$ cat src/rtl/est_pkg.sv
`timescale 1ns / 1ps

package est_pkg;

  // Escape phases
  localparam logic [1:0] PH_IDLE = 2'd0;  // nothing pending
  localparam logic [1:0] PH_BS   = 2'd1;  // backslash pending
  localparam logic [1:0] PH_BSX  = 2'd2;  // backslash-x pending
  localparam logic [1:0] PH_BSXD = 2'd3;  // backslash-x and one digit pending

  // Characters
  localparam logic [7:0] CH_BACKSLASH = 8'h5C;
  localparam logic [7:0] CH_LOWER_X   = 8'h78;

  // Register indexes (byte address 8*i)
  localparam logic [1:0] REG_TABLE_SIZE = 2'd0;
  localparam logic [1:0] REG_FROM_CHARS = 2'd1;
  localparam logic [1:0] REG_TO_CHARS   = 2'd2;
  localparam logic [1:0] REG_HEX_ENABLE = 2'd3;

  localparam int MAX_OUT = 4;

  // Register contents as seen by the front end
  typedef struct packed {
    logic [3:0]  table_size;
    logic [63:0] from_chars;
    logic [63:0] to_chars;
    logic        hex_enable;
  } cfg_t;

  // Output bytes caused by one input transfer; data[0] goes out first
  typedef struct packed {
    logic [MAX_OUT-1:0][7:0] data;
    logic [2:0]              cnt;
    logic                    last;
  } pkt_t;

  // Append one byte to a packet, dropping bytes beyond MAX_OUT
  function automatic pkt_t pkt_push(pkt_t p, logic [7:0] b);
    pkt_t r;
    r = p;
    if (p.cnt < 3'(MAX_OUT)) begin
      r.data[p.cnt[1:0]] = b;
      r.cnt = p.cnt + 3'd1;
    end
    return r;
  endfunction

  // Hex digit decode, either case
  function automatic logic [4:0] hex_decode(logic [7:0] c);
    logic [4:0] r;
    r = 5'd0;
    if (c >= 8'h30 && c <= 8'h39) begin
      r = {1'b1, 4'(c - 8'h30)};
    end else if (c >= 8'h41 && c <= 8'h46) begin
      r = {1'b1, 4'(c - 8'h41 + 8'd10)};
    end else if (c >= 8'h61 && c <= 8'h66) begin
      r = {1'b1, 4'(c - 8'h61 + 8'd10)};
    end
    return r;
  endfunction

endpackage

$ cat src/rtl/est_front.sv
`timescale 1ns / 1ps

// Accepts input bytes, tracks the escape phase and turns each byte into a
// packet of zero to four output bytes.
module est_front #(
  parameter int TABLE_ENTRIES = 8
) (
  input  logic              clk,
  input  logic              rst,
  input  est_pkg::cfg_t     cfg,
  input  logic              in_valid,
  output logic              in_ready,
  input  logic [7:0]        in_byte,
  input  logic              in_last,
  input  logic              q_full,
  output logic              q_push,
  output est_pkg::pkt_t     q_pkt
);

  logic [1:0] phase, phase_next;
  logic [3:0] first_digit, first_digit_next;
  logic [7:0] first_digit_char, first_digit_char_next;

  logic       accept;
  logic [3:0] lim;
  logic       rb_ok, rx_ok;
  logic [7:0] rb, rx;
  logic [4:0] hv;
  est_pkg::pkt_t pk;

  assign in_ready = !q_full;
  assign accept   = in_valid && in_ready;

  // Table limit: clamp table_size to the number of built entries
  assign lim = (cfg.table_size > 4'(TABLE_ENTRIES)) ? 4'(TABLE_ENTRIES) : cfg.table_size;

  // Table lookups for the current byte and for 'x'; lowest index wins
  always_comb begin
    rb_ok = 1'b0;
    rb    = 8'd0;
    rx_ok = 1'b0;
    rx    = 8'd0;
    for (int i = TABLE_ENTRIES - 1; i >= 0; i--) begin
      if (4'(i) < lim && cfg.from_chars[8*i +: 8] == in_byte) begin
        rb_ok = 1'b1;
        rb    = cfg.to_chars[8*i +: 8];
      end
      if (4'(i) < lim && cfg.from_chars[8*i +: 8] == est_pkg::CH_LOWER_X) begin
        rx_ok = 1'b1;
        rx    = cfg.to_chars[8*i +: 8];
      end
    end
  end

  assign hv = est_pkg::hex_decode(in_byte);

  // Packet build and next phase
  always_comb begin
    phase_next            = phase;
    first_digit_next      = first_digit;
    first_digit_char_next = first_digit_char;
    pk                    = '0;

    unique case (phase)
      est_pkg::PH_IDLE: begin
        if (in_byte == est_pkg::CH_BACKSLASH) begin
          phase_next = est_pkg::PH_BS;
        end else begin
          pk = est_pkg::pkt_push(pk, in_byte);
        end
      end
      est_pkg::PH_BS: begin
        if (cfg.hex_enable && in_byte == est_pkg::CH_LOWER_X) begin
          phase_next = est_pkg::PH_BSX;
        end else if (rb_ok) begin
          pk = est_pkg::pkt_push(pk, rb);
          phase_next = est_pkg::PH_IDLE;
        end else begin
          pk = est_pkg::pkt_push(pk, est_pkg::CH_BACKSLASH);
          if (in_byte == est_pkg::CH_BACKSLASH) begin
            phase_next = est_pkg::PH_BS;
          end else begin
            pk = est_pkg::pkt_push(pk, in_byte);
            phase_next = est_pkg::PH_IDLE;
          end
        end
      end
      est_pkg::PH_BSX: begin
        if (hv[4]) begin
          first_digit_next      = hv[3:0];
          first_digit_char_next = in_byte;
          phase_next            = est_pkg::PH_BSXD;
        end else begin
          if (rx_ok) begin
            pk = est_pkg::pkt_push(pk, rx);
          end else begin
            pk = est_pkg::pkt_push(pk, est_pkg::CH_BACKSLASH);
            pk = est_pkg::pkt_push(pk, est_pkg::CH_LOWER_X);
          end
          if (in_byte == est_pkg::CH_BACKSLASH) begin
            phase_next = est_pkg::PH_BS;
          end else begin
            pk = est_pkg::pkt_push(pk, in_byte);
            phase_next = est_pkg::PH_IDLE;
          end
        end
      end
      est_pkg::PH_BSXD: begin
        if (hv[4]) begin
          pk = est_pkg::pkt_push(pk, {first_digit, hv[3:0]});
          phase_next = est_pkg::PH_IDLE;
        end else begin
          if (rx_ok) begin
            pk = est_pkg::pkt_push(pk, rx);
          end else begin
            pk = est_pkg::pkt_push(pk, est_pkg::CH_BACKSLASH);
            pk = est_pkg::pkt_push(pk, est_pkg::CH_LOWER_X);
          end
          // held digit is never a backslash
          pk = est_pkg::pkt_push(pk, first_digit_char);
          if (in_byte == est_pkg::CH_BACKSLASH) begin
            phase_next = est_pkg::PH_BS;
          end else begin
            pk = est_pkg::pkt_push(pk, in_byte);
            phase_next = est_pkg::PH_IDLE;
          end
        end
      end
      default: phase_next = est_pkg::PH_IDLE;
    endcase

    // End of string: flush whatever is pending
    if (in_last) begin
      unique case (phase_next)
        est_pkg::PH_BS: begin
          pk = est_pkg::pkt_push(pk, est_pkg::CH_BACKSLASH);
        end
        est_pkg::PH_BSX, est_pkg::PH_BSXD: begin
          if (rx_ok) begin
            pk = est_pkg::pkt_push(pk, rx);
          end else begin
            pk = est_pkg::pkt_push(pk, est_pkg::CH_BACKSLASH);
            pk = est_pkg::pkt_push(pk, est_pkg::CH_LOWER_X);
          end
          if (phase_next == est_pkg::PH_BSXD) begin
            pk = est_pkg::pkt_push(pk, first_digit_char_next);
          end
        end
        default: ;
      endcase
      phase_next            = est_pkg::PH_IDLE;
      first_digit_next      = 4'd0;
      first_digit_char_next = 8'd0;
      pk.last               = 1'b1;
    end
  end

  assign q_push = accept && (pk.cnt != 3'd0);
  assign q_pkt  = pk;

  // Escape state
  always_ff @(posedge clk) begin
    if (rst) begin
      phase            <= est_pkg::PH_IDLE;
      first_digit      <= 4'd0;
      first_digit_char <= 8'd0;
    end else if (accept) begin
      phase            <= phase_next;
      first_digit      <= first_digit_next;
      first_digit_char <= first_digit_char_next;
    end
  end

endmodule

$ cat src/rtl/est_queue.sv
`timescale 1ns / 1ps

// Packet queue between front and back end
module est_queue #(
  parameter int DEPTH = 4
) (
  input  logic          clk,
  input  logic          rst,
  input  logic          push,
  input  est_pkg::pkt_t push_pkt,
  output logic          full,
  input  logic          pop,
  output logic          empty,
  output est_pkg::pkt_t head
);

  localparam int AW = (DEPTH > 1) ? $clog2(DEPTH) : 1;

  est_pkg::pkt_t     mem [DEPTH];
  logic [AW-1:0]     wptr, rptr;
  logic [AW:0]       count;
  logic              do_push, do_pop;

  assign full    = (count == (AW+1)'(DEPTH));
  assign empty   = (count == '0);
  assign head    = mem[rptr];
  assign do_push = push && !full;
  assign do_pop  = pop && !empty;

  // Storage
  always_ff @(posedge clk) begin
    if (do_push) begin
      mem[wptr] <= push_pkt;
    end
  end

  // Pointers and fill count
  always_ff @(posedge clk) begin
    if (rst) begin
      wptr  <= '0;
      rptr  <= '0;
      count <= '0;
    end else begin
      if (do_push) begin
        wptr <= (wptr == AW'(DEPTH - 1)) ? '0 : wptr + AW'(1);
      end
      if (do_pop) begin
        rptr <= (rptr == AW'(DEPTH - 1)) ? '0 : rptr + AW'(1);
      end
      if (do_push && !do_pop) begin
        count <= count + (AW+1)'(1);
      end else if (do_pop && !do_push) begin
        count <= count - (AW+1)'(1);
      end
    end
  end

endmodule

$ cat src/rtl/est_back.sv
`timescale 1ns / 1ps

// Takes packets from the queue and sends their bytes one per transfer
module est_back (
  input  logic          clk,
  input  logic          rst,
  input  logic          q_empty,
  input  est_pkg::pkt_t q_head,
  output logic          q_pop,
  output logic          out_valid,
  input  logic          out_ready,
  output logic [7:0]    out_byte,
  output logic          out_last
);

  est_pkg::pkt_t cur;
  logic [1:0]    idx;
  logic          busy;
  logic          final_byte, xfer, take;

  assign final_byte = ({1'b0, idx} + 3'd1) == cur.cnt;
  assign xfer       = busy && out_ready;
  assign take       = !busy || (xfer && final_byte);
  assign q_pop      = take && !q_empty;

  assign out_valid = busy;
  assign out_byte  = cur.data[idx];
  assign out_last  = cur.last && final_byte;

  // Current packet and byte index
  always_ff @(posedge clk) begin
    if (rst) begin
      busy <= 1'b0;
      idx  <= 2'd0;
    end else if (take) begin
      busy <= !q_empty;
      idx  <= 2'd0;
    end else if (xfer) begin
      idx <= idx + 2'd1;
    end
  end

  always_ff @(posedge clk) begin
    if (q_pop) begin
      cur <= q_head;
    end
  end

endmodule

$ cat src/rtl/escape_sequence_translator_top.sv
`timescale 1ns / 1ps

// Escape sequence translator. Text bytes come in on the s_ stream (tlast on
// the final byte of a string) and translated bytes leave on the m_ stream.
// With hex_enable set, backslash-x and two hex digits become one byte;
// otherwise backslash and a character from the from/to table (up to
// TABLE_ENTRIES pairs, lowest index wins) become its replacement; unmatched
// escapes pass through, and pending bytes flush on tlast. One input byte is
// accepted per cycle; each one yields zero to four output bytes, and the
// output side sends one byte per cycle while m_tready is high. A queue of
// QUEUE_DEPTH packets between the input classifier and the output serializer
// absorbs the bursts of input bytes that expand into more than one byte; the
// input stalls only while that queue is full. Each packet is registered in
// the queue, then in the serializer. Registers sit at byte addresses 0
// (table_size), 8 (from_chars), 16 (to_chars) and 24 (hex_enable, reset 1).
module escape_sequence_translator_top #(
  parameter int TABLE_ENTRIES = 8,
  parameter int QUEUE_DEPTH   = 4
) (
  input  logic        clk,
  input  logic        rst,
  // Input stream
  input  logic        s_tvalid,
  output logic        s_tready,
  input  logic [7:0]  s_tdata,   // [7:0] in_byte
  input  logic        s_tlast,   // in_last
  // Output stream
  output logic        m_tvalid,
  input  logic        m_tready,
  output logic [7:0]  m_tdata,   // [7:0] out_byte
  output logic        m_tlast,   // out_last
  // Configuration
  input  logic        psel,
  input  logic        penable,
  input  logic        pwrite,
  input  logic [4:0]  paddr,
  input  logic [63:0] pwdata,
  output logic [63:0] prdata,
  output logic        pready
);

  est_pkg::cfg_t cfg;
  logic          cfg_wr;
  logic          q_push, q_full, q_pop, q_empty;
  est_pkg::pkt_t q_pkt, q_head;

  // Configuration registers
  assign pready = 1'b1;
  assign cfg_wr = psel && penable && pwrite && pready;

  always_ff @(posedge clk) begin
    if (rst) begin
      cfg.table_size <= 4'd0;
      cfg.from_chars <= 64'd0;
      cfg.to_chars   <= 64'd0;
      cfg.hex_enable <= 1'b1;
    end else if (cfg_wr) begin
      unique case (paddr[4:3])
        est_pkg::REG_TABLE_SIZE: cfg.table_size <= pwdata[3:0];
        est_pkg::REG_FROM_CHARS: cfg.from_chars <= pwdata;
        est_pkg::REG_TO_CHARS:   cfg.to_chars   <= pwdata;
        est_pkg::REG_HEX_ENABLE: cfg.hex_enable <= pwdata[0];
        default: ;
      endcase
    end
  end

  // Register read
  always_comb begin
    unique case (paddr[4:3])
      est_pkg::REG_TABLE_SIZE: prdata = {60'd0, cfg.table_size};
      est_pkg::REG_FROM_CHARS: prdata = cfg.from_chars;
      est_pkg::REG_TO_CHARS:   prdata = cfg.to_chars;
      est_pkg::REG_HEX_ENABLE: prdata = {63'd0, cfg.hex_enable};
      default:                 prdata = 64'd0;
    endcase
  end

  est_front #(
    .TABLE_ENTRIES(TABLE_ENTRIES)
  ) u_front (
    .clk      (clk),
    .rst      (rst),
    .cfg      (cfg),
    .in_valid (s_tvalid),
    .in_ready (s_tready),
    .in_byte  (s_tdata),
    .in_last  (s_tlast),
    .q_full   (q_full),
    .q_push   (q_push),
    .q_pkt    (q_pkt)
  );

  est_queue #(
    .DEPTH(QUEUE_DEPTH)
  ) u_queue (
    .clk      (clk),
    .rst      (rst),
    .push     (q_push),
    .push_pkt (q_pkt),
    .full     (q_full),
    .pop      (q_pop),
    .empty    (q_empty),
    .head     (q_head)
  );

  est_back u_back (
    .clk       (clk),
    .rst       (rst),
    .q_empty   (q_empty),
    .q_head    (q_head),
    .q_pop     (q_pop),
    .out_valid (m_tvalid),
    .out_ready (m_tready),
    .out_byte  (m_tdata),
    .out_last  (m_tlast)
  );

endmodule

$ cat config.mk
export PLATFORM = sky130hd
export DESIGN_NAME = escape_sequence_translator_top
export DESIGN_NICKNAME = d
export VERILOG_FILES = /design/src/rtl/est_pkg.sv /design/src/rtl/est_front.sv /design/src/rtl/est_queue.sv /design/src/rtl/est_back.sv /design/src/rtl/escape_sequence_translator_top.sv
export SDC_FILE = /design/constraint.sdc
export NUM_CORES = 1
export LEC_CHECK = 0
export ABC_AREA = 1
export BUFFER_PORTS_ARGS = -buffer_cell sky130_fd_sc_hd__buf_2
export CAP_MARGIN = 5
export CORE_ASPECT_RATIO = 2
export CORE_MARGIN = 4
export CORE_UTILIZATION = 45
export CTS_CLUSTER_SIZE = 10
export DETAILED_ROUTE_END_ITERATION = 8
export PLACE_DENSITY = 0.64
export SLEW_MARGIN = 20
export SYNTH_ARGS = -nofsm -noshare
export SYNTH_HDL_FRONTEND = slang
export SYNTH_SLANG_ARGS = --single-unit
$ cat constraint.sdc
create_clock -name clk -period 18 [get_ports clk]
set_input_delay 1.8 -clock clk [delete_from_list [all_inputs] [get_ports clk]]
set_output_delay 1.8 -clock clk [all_outputs]
set_load 0.02 [all_outputs]
Word level (Yosys, flattened, before mapping)
Memory sizes are Yosys's and may differ from the RTL's. A register that Yosys moved wholly into a read port is not among the register bits. Index checks and enable logic that the tools add are counted.

Register bits: 157. Memory bits (writable): 144. Bits of input ports: 85. Output and inout port bits: 76. Word-level logic and storage cells: 306. Memories kept: 1.

Memory list: u_queue.mem (depth 4, width 36, rd ports 1, clocked after Yosys merged registers in 1, wr ports 1, line est_queue.sv:19) `est_pkg::pkt_t mem [DEPTH];`.

Add/sub/neg operators: 20. Magnitude comparators: 43. Equality and inequality tests: 31. Multiplexer cells: 126. Bitwise operators: 12. Reduce and logical (&&, ||, !) cells: 61.

Operators by type and width (count): $mux W36 (18); $mux W35 (15); $pmux W64 S4 (1); $mux W8 (29); $bwmux W32 (6); $demux W8 S2 (9); $pmux W36 S4 (1); $eq A8 B7 Y1 const B (10); $mux W11 (7); $pmux W36 S2 (1); $eq A8 B8 Y1 (8); $not A16 Y16 (4); $logic_and A1 B1 Y1 (41); $and A16 B16 Y16 (2); $and A4 B16 Y16 (2); $or A16 B16 Y16 (2); $or A4 B16 Y16 (2); $add A3 B1 Y3 const B (10); $lt A2 B3 Y1 const B (10); $lt A3 B3 Y1 const B (9); $mux W1 (19); $ge A2 B1 Y1 const B (9); $bmux W8 S2 (1); $eq A2 B2 Y1 const B (8); other kinds (31) (69).

Depth between registers and ports, before layout
Gate-level depths: netlist of run 1.

Word-level depth: 78. Depth in mapped cells: 42. Mapped depth without buffers: 41.

Cells and area by module
A second synthesis of run 1 with hierarchy kept.

Cell total of the unflattened synthesis: 2798. Area total of the unflattened synthesis: 20083.0 µm².

By module, submodules not included: escape_sequence_translator_top (times used 1, cells each 1013, area each 6346.1 µm², sequential area each 2662.6 µm²); est_front (times used 1, cells each 1255, area each 6333.6 µm², sequential area each 280.3 µm²); est_queue (times used 1, cells each 419, area each 5871.9 µm², sequential area each 4504.3 µm²); est_back (times used 1, cells each 111, area each 1531.5 µm², sequential area each 1141.1 µm²).

Least setup slack after synthesis of run 1
Ideal clock, no wire load.

Path type: in2reg. Start: input port s_tdata[1]. End: memory u_queue.mem[3][0] in the netlist's numbering (enable). Setup time: 0.429 ns. Arrival: 6.794 ns. Data required time: 17.571 ns. Path slack: 10.777 ns. Cell stages on the path: 32. Path buffers: 1. Cells stage by stage: inv_1 > buf_2 > ha_1 > nand3_2 > nor3_4 > ha_1 > inv_1 > nand2_2 > nand2_1 > o21ai_2 > inv_2 > nand3_2 > inv_1 > ha_1 > nand2_1 > inv_1 > ha_1 > inv_1 > nand3_1 > nand2_1 > inv_1 > ha_1 > inv_1 > nand2_1 > nand3_1 > nand2_1 > nand2_1 > nand2_2 > nor2_4 > nand3_4 > nand2_2 > nor2_1.

RTL lines: from (decl) (line escape_sequence_translator_top.sv:25) `input logic [7:0] s_tdata,`; to (decl) (line est_queue.sv:19).

==> flow_summary.ini, run 1 <==
[status]
outcome = finished, final reports clean

[clock_tree]
ctsLongestPathBuffers = 3
cts_resized = 0
cts_tree = built
clk_pin_slew_ns = 0.06
h-tree-depth = 2
clock_sinks = 337
cts_made_buffers = 39
postCtsHoldBufs = 0
post_cts_buffers = 0
clock_latency_ns = 0.57
root_buffer = clkbuf_16

[drt]
drcViolationCount = 0
via_per_inst = 5.85
vias = 17495
drtIter0Drc = 1177
final_antenna_net_count = 0
wirelength_um = 75500
wl_per_cell_um = 25.3
drt_pass1_iterations = 7

[worst_setup_path]
crit_end = u_queue.count[2]$_SDFFE_PP0P_
worst-path-stages = 38
cp-start-kind = input pin
critPathCaptureType = flip-flop
crit_slowest_cell = inv_1
crit_start = s_tdata[0]
critical_path.max_fanout = 14
reg2reg_slack_ns = 11.62
critPathTopFamily = simple AND/OR/NAND/NOR gates
arrival_ns = 8.31
cp.buffers_inverters = 8
critPathKind = input pin to flip-flop
rr_endpoint = u_queue.count[2]$_SDFFE_PP0P_
crit_required_ns = 18.44
critPathMostFrequentCell = nand2_1
reg2regPathDepth = 38
r2r_start = cfg[132]$_SDFFE_PP0P_
max_stage_delay_ns = 0.61

[global_routing]
grt_pass1_vias = 17566
antenna_found_initial = 1
grt_pass1_wl_um = 109000
grt_usage_pct = 33.7
overflow = 0
grt_max_degree = 117

[timing]
period_needed_ns = 7.87
rsz0062_at_grt = no
period_share_pct = 43.7
maxSlewViolCount = 0
hold_violations = 0
worstMarginPinSlew_ns = 1.12
fmax_mhz = 127
setup_tns_ns = 0
worst_slew_margin_rel_pct = 24.5
hold_ws_ns = 0.467
setup_viol = 0
layout_setup_ws_ns = 10.13
skew_ns = 0.0221

[placement]
dpl.cell_count = 2937
place_ws_ns = 9.78
hpwlAfterDp_um = 55600
port_buffers = 156
gp_congestion = 1.03

[pwr]
p_switching_uw = 615
power_density_mw_per_mm2 = 100
swShare_pct = 29.9
p_seq_share_pct = 47.0
p_int_uw = 1440
power_frac_clock_pct = 34.6
total_power_uw = 2050
ir_drop_mv = 0.0730
cellLeakagePower_uw = 0.00820
pwr-share-comb_pct = 18.4

[job]
max_cap_violations = 0

[synth]
ys_warn_count = 0
synth-async-reset-ratio_pct = 0
ys.flop_type = edfxtp_1
ys_ff_latch = 337
synth_cell_type_count = 56
ys_seq_area_share_pct = 46.8
avgSynthCellArea_um2 = 7.78
syn_nets = 2461
synth_area_mm2 = 0.0183
synth_edf_count = 180
synthCells = 2350

[floorplanning]
ioPinCount = 161
die_y_um = 293
die_x_um = 150
rows = 104
die-area_mm2 = 0.0441
start_util_pct = 45.4
coreArea_mm2 = 0.0402

[final_layout]
syn2layout_area_growth_pct = 12.1
drive_gt1_share_pct = 12.7
diodes = 0
fillers = 3858
nets = 2559
final_cells = 2989

[hold_path]
hold_path_class = flip-flop to flip-flop
-- worst min-delay path, delay by kind of cell, from the launching register on --
kind	cells	cell delay [ns]
DFF	1	0.31
and+or+nand+nor	1	0.06
AOI/OAI and AO/OA	1	0.05
-- layer usage --
layer	track usage, %	share of wire, %
met5	0	0
met4	29.6	11
met3	5.45	5.6
met2	62.6	53
met1	30.5	31
-- power by group through the flow --
stage / combinational [uW] / sequential (uW) / clock [uW]
2_1_floorplan: 242 / 973 / 0
3_3_place_gp: 370 / 979 / 0
3_5_place_dp: 382 / 981 / 0
4_1_cts: 383 / 966 / 718
5_1_grt: 417 / 973 / 746
6_report: 378 / 965 / 712
-- layout by cell type (no fill, tap or decap), types with 4 or more instances in the layout --
cell type / n
xnor2_1: 9
o311ai_0: 4
inv_4: 5
nand3_4: 4
nand2_2: 12
a31oi_1: 7
xor2_1: 14
nor2_1: 243
nor2_2: 5
o211ai_1: 20
a22oi_1: 6
nand4_1: 20
o21ai_0: 338
dfxtp_1: 156
nor2_4: 12
o221ai_1: 6
o22ai_1: 99
clkbuf_16: 40
o21ai_1: 14
clkinv_1: 4
clkbuf_1: 9
ha_1: 25
buf_2: 156
nand2_1: 456
edfxtp_1: 180
or2_2: 4
a21oi_1: 220
buf_4: 25
nand3_2: 8
nor3_1: 18
inv_1: 213
inv_2: 22
nand3_1: 59
-- kinds of logic after synthesis --
group	Yosys count	share of synthesized area [%]
buffers and inverters	370	8.13
other	1	0.0205
xor gates and xnor gates	23	1.10
and+or+nand+nor	855	20.2
adders and majority gates	26	1.82
AOI/OAI and AO/OA	738	22.0
DFF	337	46.8
-- synth_stat cells (12+ instances only) --
library cell / count / area share, %
ha_1: 25 / 1.7
o211ai_1: 20 / 0.82
o21ai_1: 14 / 0.38
a21oi_1: 220 / 6.0
o22ai_1: 99 / 3.4
inv_1: 214 / 4.4
nand2_1: 456 / 9.4
o21ai_0: 338 / 9.3
buf_2: 16 / 0.44
edfxtp_1: 180 / 30
nand2_2: 12 / 0.41
clkbuf_1: 93 / 1.9
nor2_1: 247 / 5.1
inv_2: 23 / 0.47
dfxtp_1: 157 / 17
nand3_1: 59 / 1.6
nand4_1: 20 / 0.68
nor3_1: 18 / 0.49
xor2_1: 14 / 0.67
-- flip-flops by register name, indices dropped and copies added (netlist names) --
signal	count
u_queue.rptr	2
u_back.idx	2
u_back.out_valid	1
u_back.cur	36
u_front.first_digit	4
u_queue.wptr	2
u_queue.mem	144
u_front.first_digit_char	8
u_front.phase	2
u_queue.count	3
cfg	133
-- layout make-up --
cell class                      count  area, um2  area share [%]
Timing Repair Buffer              181        968            4.73
Tap cell                          530        663            3.24
Multi-Input combinational cell   1643       8280            40.5
Inverter                          246        938            4.58
Sequential cell                   337       8550            41.8
Clock buffer                       50       1050            5.12
Clock inverter                      2       25.0           0.122
-- how the worst min path moves through the flow --
stage                                                  start                                  endpoint  slack [ns]  depth (start not counted)
finish                   u_front.first_digit[1]$_SDFFE_PP0P_       u_front.first_digit[1]$_SDFFE_PP0P_        0.47                          2
global route        u_front.first_digit_char[0]$_SDFFE_PP0P_  u_front.first_digit_char[0]$_SDFFE_PP0P_        0.49                          2
CTS                      u_front.first_digit[1]$_SDFFE_PP0P_       u_front.first_digit[1]$_SDFFE_PP0P_        0.47                          2
detailed placement       u_front.first_digit[1]$_SDFFE_PP0P_       u_front.first_digit[1]$_SDFFE_PP0P_        0.46                          2
global placement         u_front.first_digit[1]$_SDFFE_PP0P_       u_front.first_digit[1]$_SDFFE_PP0P_        0.45                          2
floorplan                u_front.first_digit[3]$_SDFFE_PP0P_       u_front.first_digit[3]$_SDFFE_PP0P_        0.44                          2
-- through the flow --
| stage | util (%) | area, um2 |
|---|---|---|
| 6_report | 50.9 | 20500 |
| 4_1_cts | 50.9 | 20500 |
| 5_1_grt | 50.9 | 20500 |
| 2_1_floorplan | - | 18300 |
| 3_3_place_gp | 48.3 | 19400 |
| 3_5_place_dp | 48.3 | 19400 |
No activity file was read; power rests on OpenSTA's default activity.
==> inputs of run 2 (changes only) <==
--- a/config.mk
+++ b/config.mk
@@ -13,7 +13,7 @@
 export CORE_UTILIZATION = 45
 export CTS_CLUSTER_SIZE = 10
 export DETAILED_ROUTE_END_ITERATION = 8
-export PLACE_DENSITY = 0.64
+export PLACE_DENSITY = 0.66
 export SLEW_MARGIN = 20
 export SYNTH_ARGS = -nofsm -noshare
 export SYNTH_HDL_FRONTEND = slang
==> constraint.sdc (replaced) <==
create_clock -name clk -period 6.6 [get_ports clk]
set_input_delay 0.66 -clock clk [delete_from_list [all_inputs] [get_ports clk]]
set_output_delay 0.66 -clock clk [all_outputs]
set_load 0.02 [all_outputs]
==> flow_summary.ini, run 2 (same netlist as run 1, synthesis figures left out) <==
[status]
outcome = finished, final reports clean

[worst_setup_path]
arrival_ns = 6.32
cp-start-kind = flip-flop
critPathMostFrequentCell = inv_1
critical_path.max_fanout = 8
crit_slowest_cell = a31oi_1
critPathKind = flip-flop to flip-flop
max_stage_delay_ns = 0.61
crit_start = cfg[131]$_SDFFE_PP0P_
crit_required_ns = 7.02
critPathCaptureType = flip-flop
r2r_start = cfg[131]$_SDFFE_PP0P_

[timing]
fmax_mhz = 170
setup_viol = 0
maxSlewViolCount = 0
period_needed_ns = 5.90
skew_ns = 0.0283
period_share_pct = 89.4
layout_setup_ws_ns = 0.701
worstMarginPinSlew_ns = 1.13
hold_violations = 0
setup_tns_ns = 0
worst_slew_margin_rel_pct = 23.7
rsz0062_at_grt = no

[clock_tree]
ctsLongestPathBuffers = 3
clk_pin_slew_ns = 0.06
postCtsHoldBufs = 0
clock_sinks = 337
root_buffer = clkbuf_16
cts_resized = 0
clock_latency_ns = 0.56
post_cts_buffers = 0
cts_tree = built
h-tree-depth = 2
cts_made_buffers = 39

[drt]
drtIter0Drc = 1187
final_antenna_net_count = 0
wirelength_um = 76700
vias = 17759
drcViolationCount = 0
wl_per_cell_um = 25.2
drt_pass1_iterations = 7
via_per_inst = 5.83

[hold_path]
hold_path_class = input pin to flip-flop
hold_start = pwdata[41]

[pwr]
pwr-share-comb_pct = 18.6
total_power_uw = 5660
p_switching_uw = 1690
ir_drop_mv = 0.225
swShare_pct = 29.9
power_density_mw_per_mm2 = 270
cellLeakagePower_uw = 0.00847
power_frac_clock_pct = 34.8
p_int_uw = 3970
p_seq_share_pct = 46.6

[final_layout]
drive_gt1_share_pct = 14.4
finalInstanceArea_mm2 = 0.0209
syn2layout_area_growth_pct = 14.6
top_regs = u_queue.mem (144), cfg (133), u_back.cur (36)
final_util_pct = 52.1
final_common_cell = nand2_1
fillers = 3902
nets = 2608
regMostFlops = u_queue.mem
seq_area_mm2 = 0.00855
multi_input_area_mm2 = 0.00829
diodes = 0
largest_reg_flops = 144
final_cell_mix = nand2_1, o21ai_0, nor2_1

[placement]
port_buffers = 156
hpwlAfterDp_um = 58400
placed_cell_area_mm2 = 0.0198
gp_congestion = 1.07
place_ws_ns = 0.509

[floorplanning]
coreArea_mm2 = 0.0402
die_y_um = 293
die_x_um = 150
start_util_pct = 45.4
ioPinCount = 161
rows = 104
die-area_mm2 = 0.0441

[global_routing]
grt_max_degree = 118
grt_pass1_wl_um = 111000
grt_usage_pct = 34.4
antenna_found_initial = 0
overflow = 0
grt_pass1_vias = 17958

[job]
max_cap_violations = 0
-- run 2: cell types whose count changed in the layout (fill, tap and decap cells not counted), sizes merged --
cell / before / now
inv: 241 / 240
clkinv: 7 / 8
buf: 181 / 230
clkbuf: 50 / 60
-- run 2: cell type report --
type / count / area share (%)
flip-flops and latches: 337 / 40.8
multi-input cells: 1643 / 39.6
repair buffers: 230 / 6.68
clock buffers: 60 / 5.18
inverters: 246 / 4.49
well taps: 530 / 3.17
clock inverters: 2 / 0.119
-- run 2: worst max-delay path, delay by kind of cell (launching register included) --
family | cells | cell delay [ns]
simple gates | 18 | 1.78
fa+ha+maj | 6 | 1.56
compound gates | 6 | 1.31
buf+inv | 9 | 0.62
flops | 1 | 0.44
-- run 2: path summary, 6_finish.rpt --
| check | cells past startpoint | slack [ns] | endpoint |
|---|---|---|---|
| setup / recovery | 39 | 0.70 | u_queue.count[2]$_SDFFE_PP0P_ |
| hold / removal | 3 | 0.34 | cfg[42]$_SDFFE_PP0P_ |
| setup reg to reg | 39 | 0.70 | u_queue.count[2]$_SDFFE_PP0P_ |
| hold reg to reg | 2 | 0.47 | u_front.first_digit[1]$_SDFFE_PP0P_ |
-- run 2: metrics by stage --
step,cells,hold slack [ns]
2_1_floorplan,2350,0.440
3_3_place_gp,2986,0.452
3_5_place_dp,2986,0.457
4_1_cts,3048,0.338
5_1_grt,3048,0.367
6_report,3048,0.336
-- run 2: per-layer routing --
| metal | vias up | share of wire, % | GRT usage (%) |
|---|---|---|---|
| met5 | - | 0 | 0 |
| met4 | 0 | 12 | 32.4 |
| met3 | 342 | 4.3 | 4.06 |
| met2 | 757 | 54 | 64.9 |
| met1 | 8345 | 30 | 30.2 |
| li1 | 8315 | - | - |
-- run 2: power groups by stage --
stage	Clock, uW	Combinational, uW	Sequential [uW]
after CTS	1990	1060	2640
after floorplan	0	661	2650
after global placement	0	1020	2680
final	1970	1050	2640
after detailed placement	0	1060	2690
after global routing	2070	1160	2660
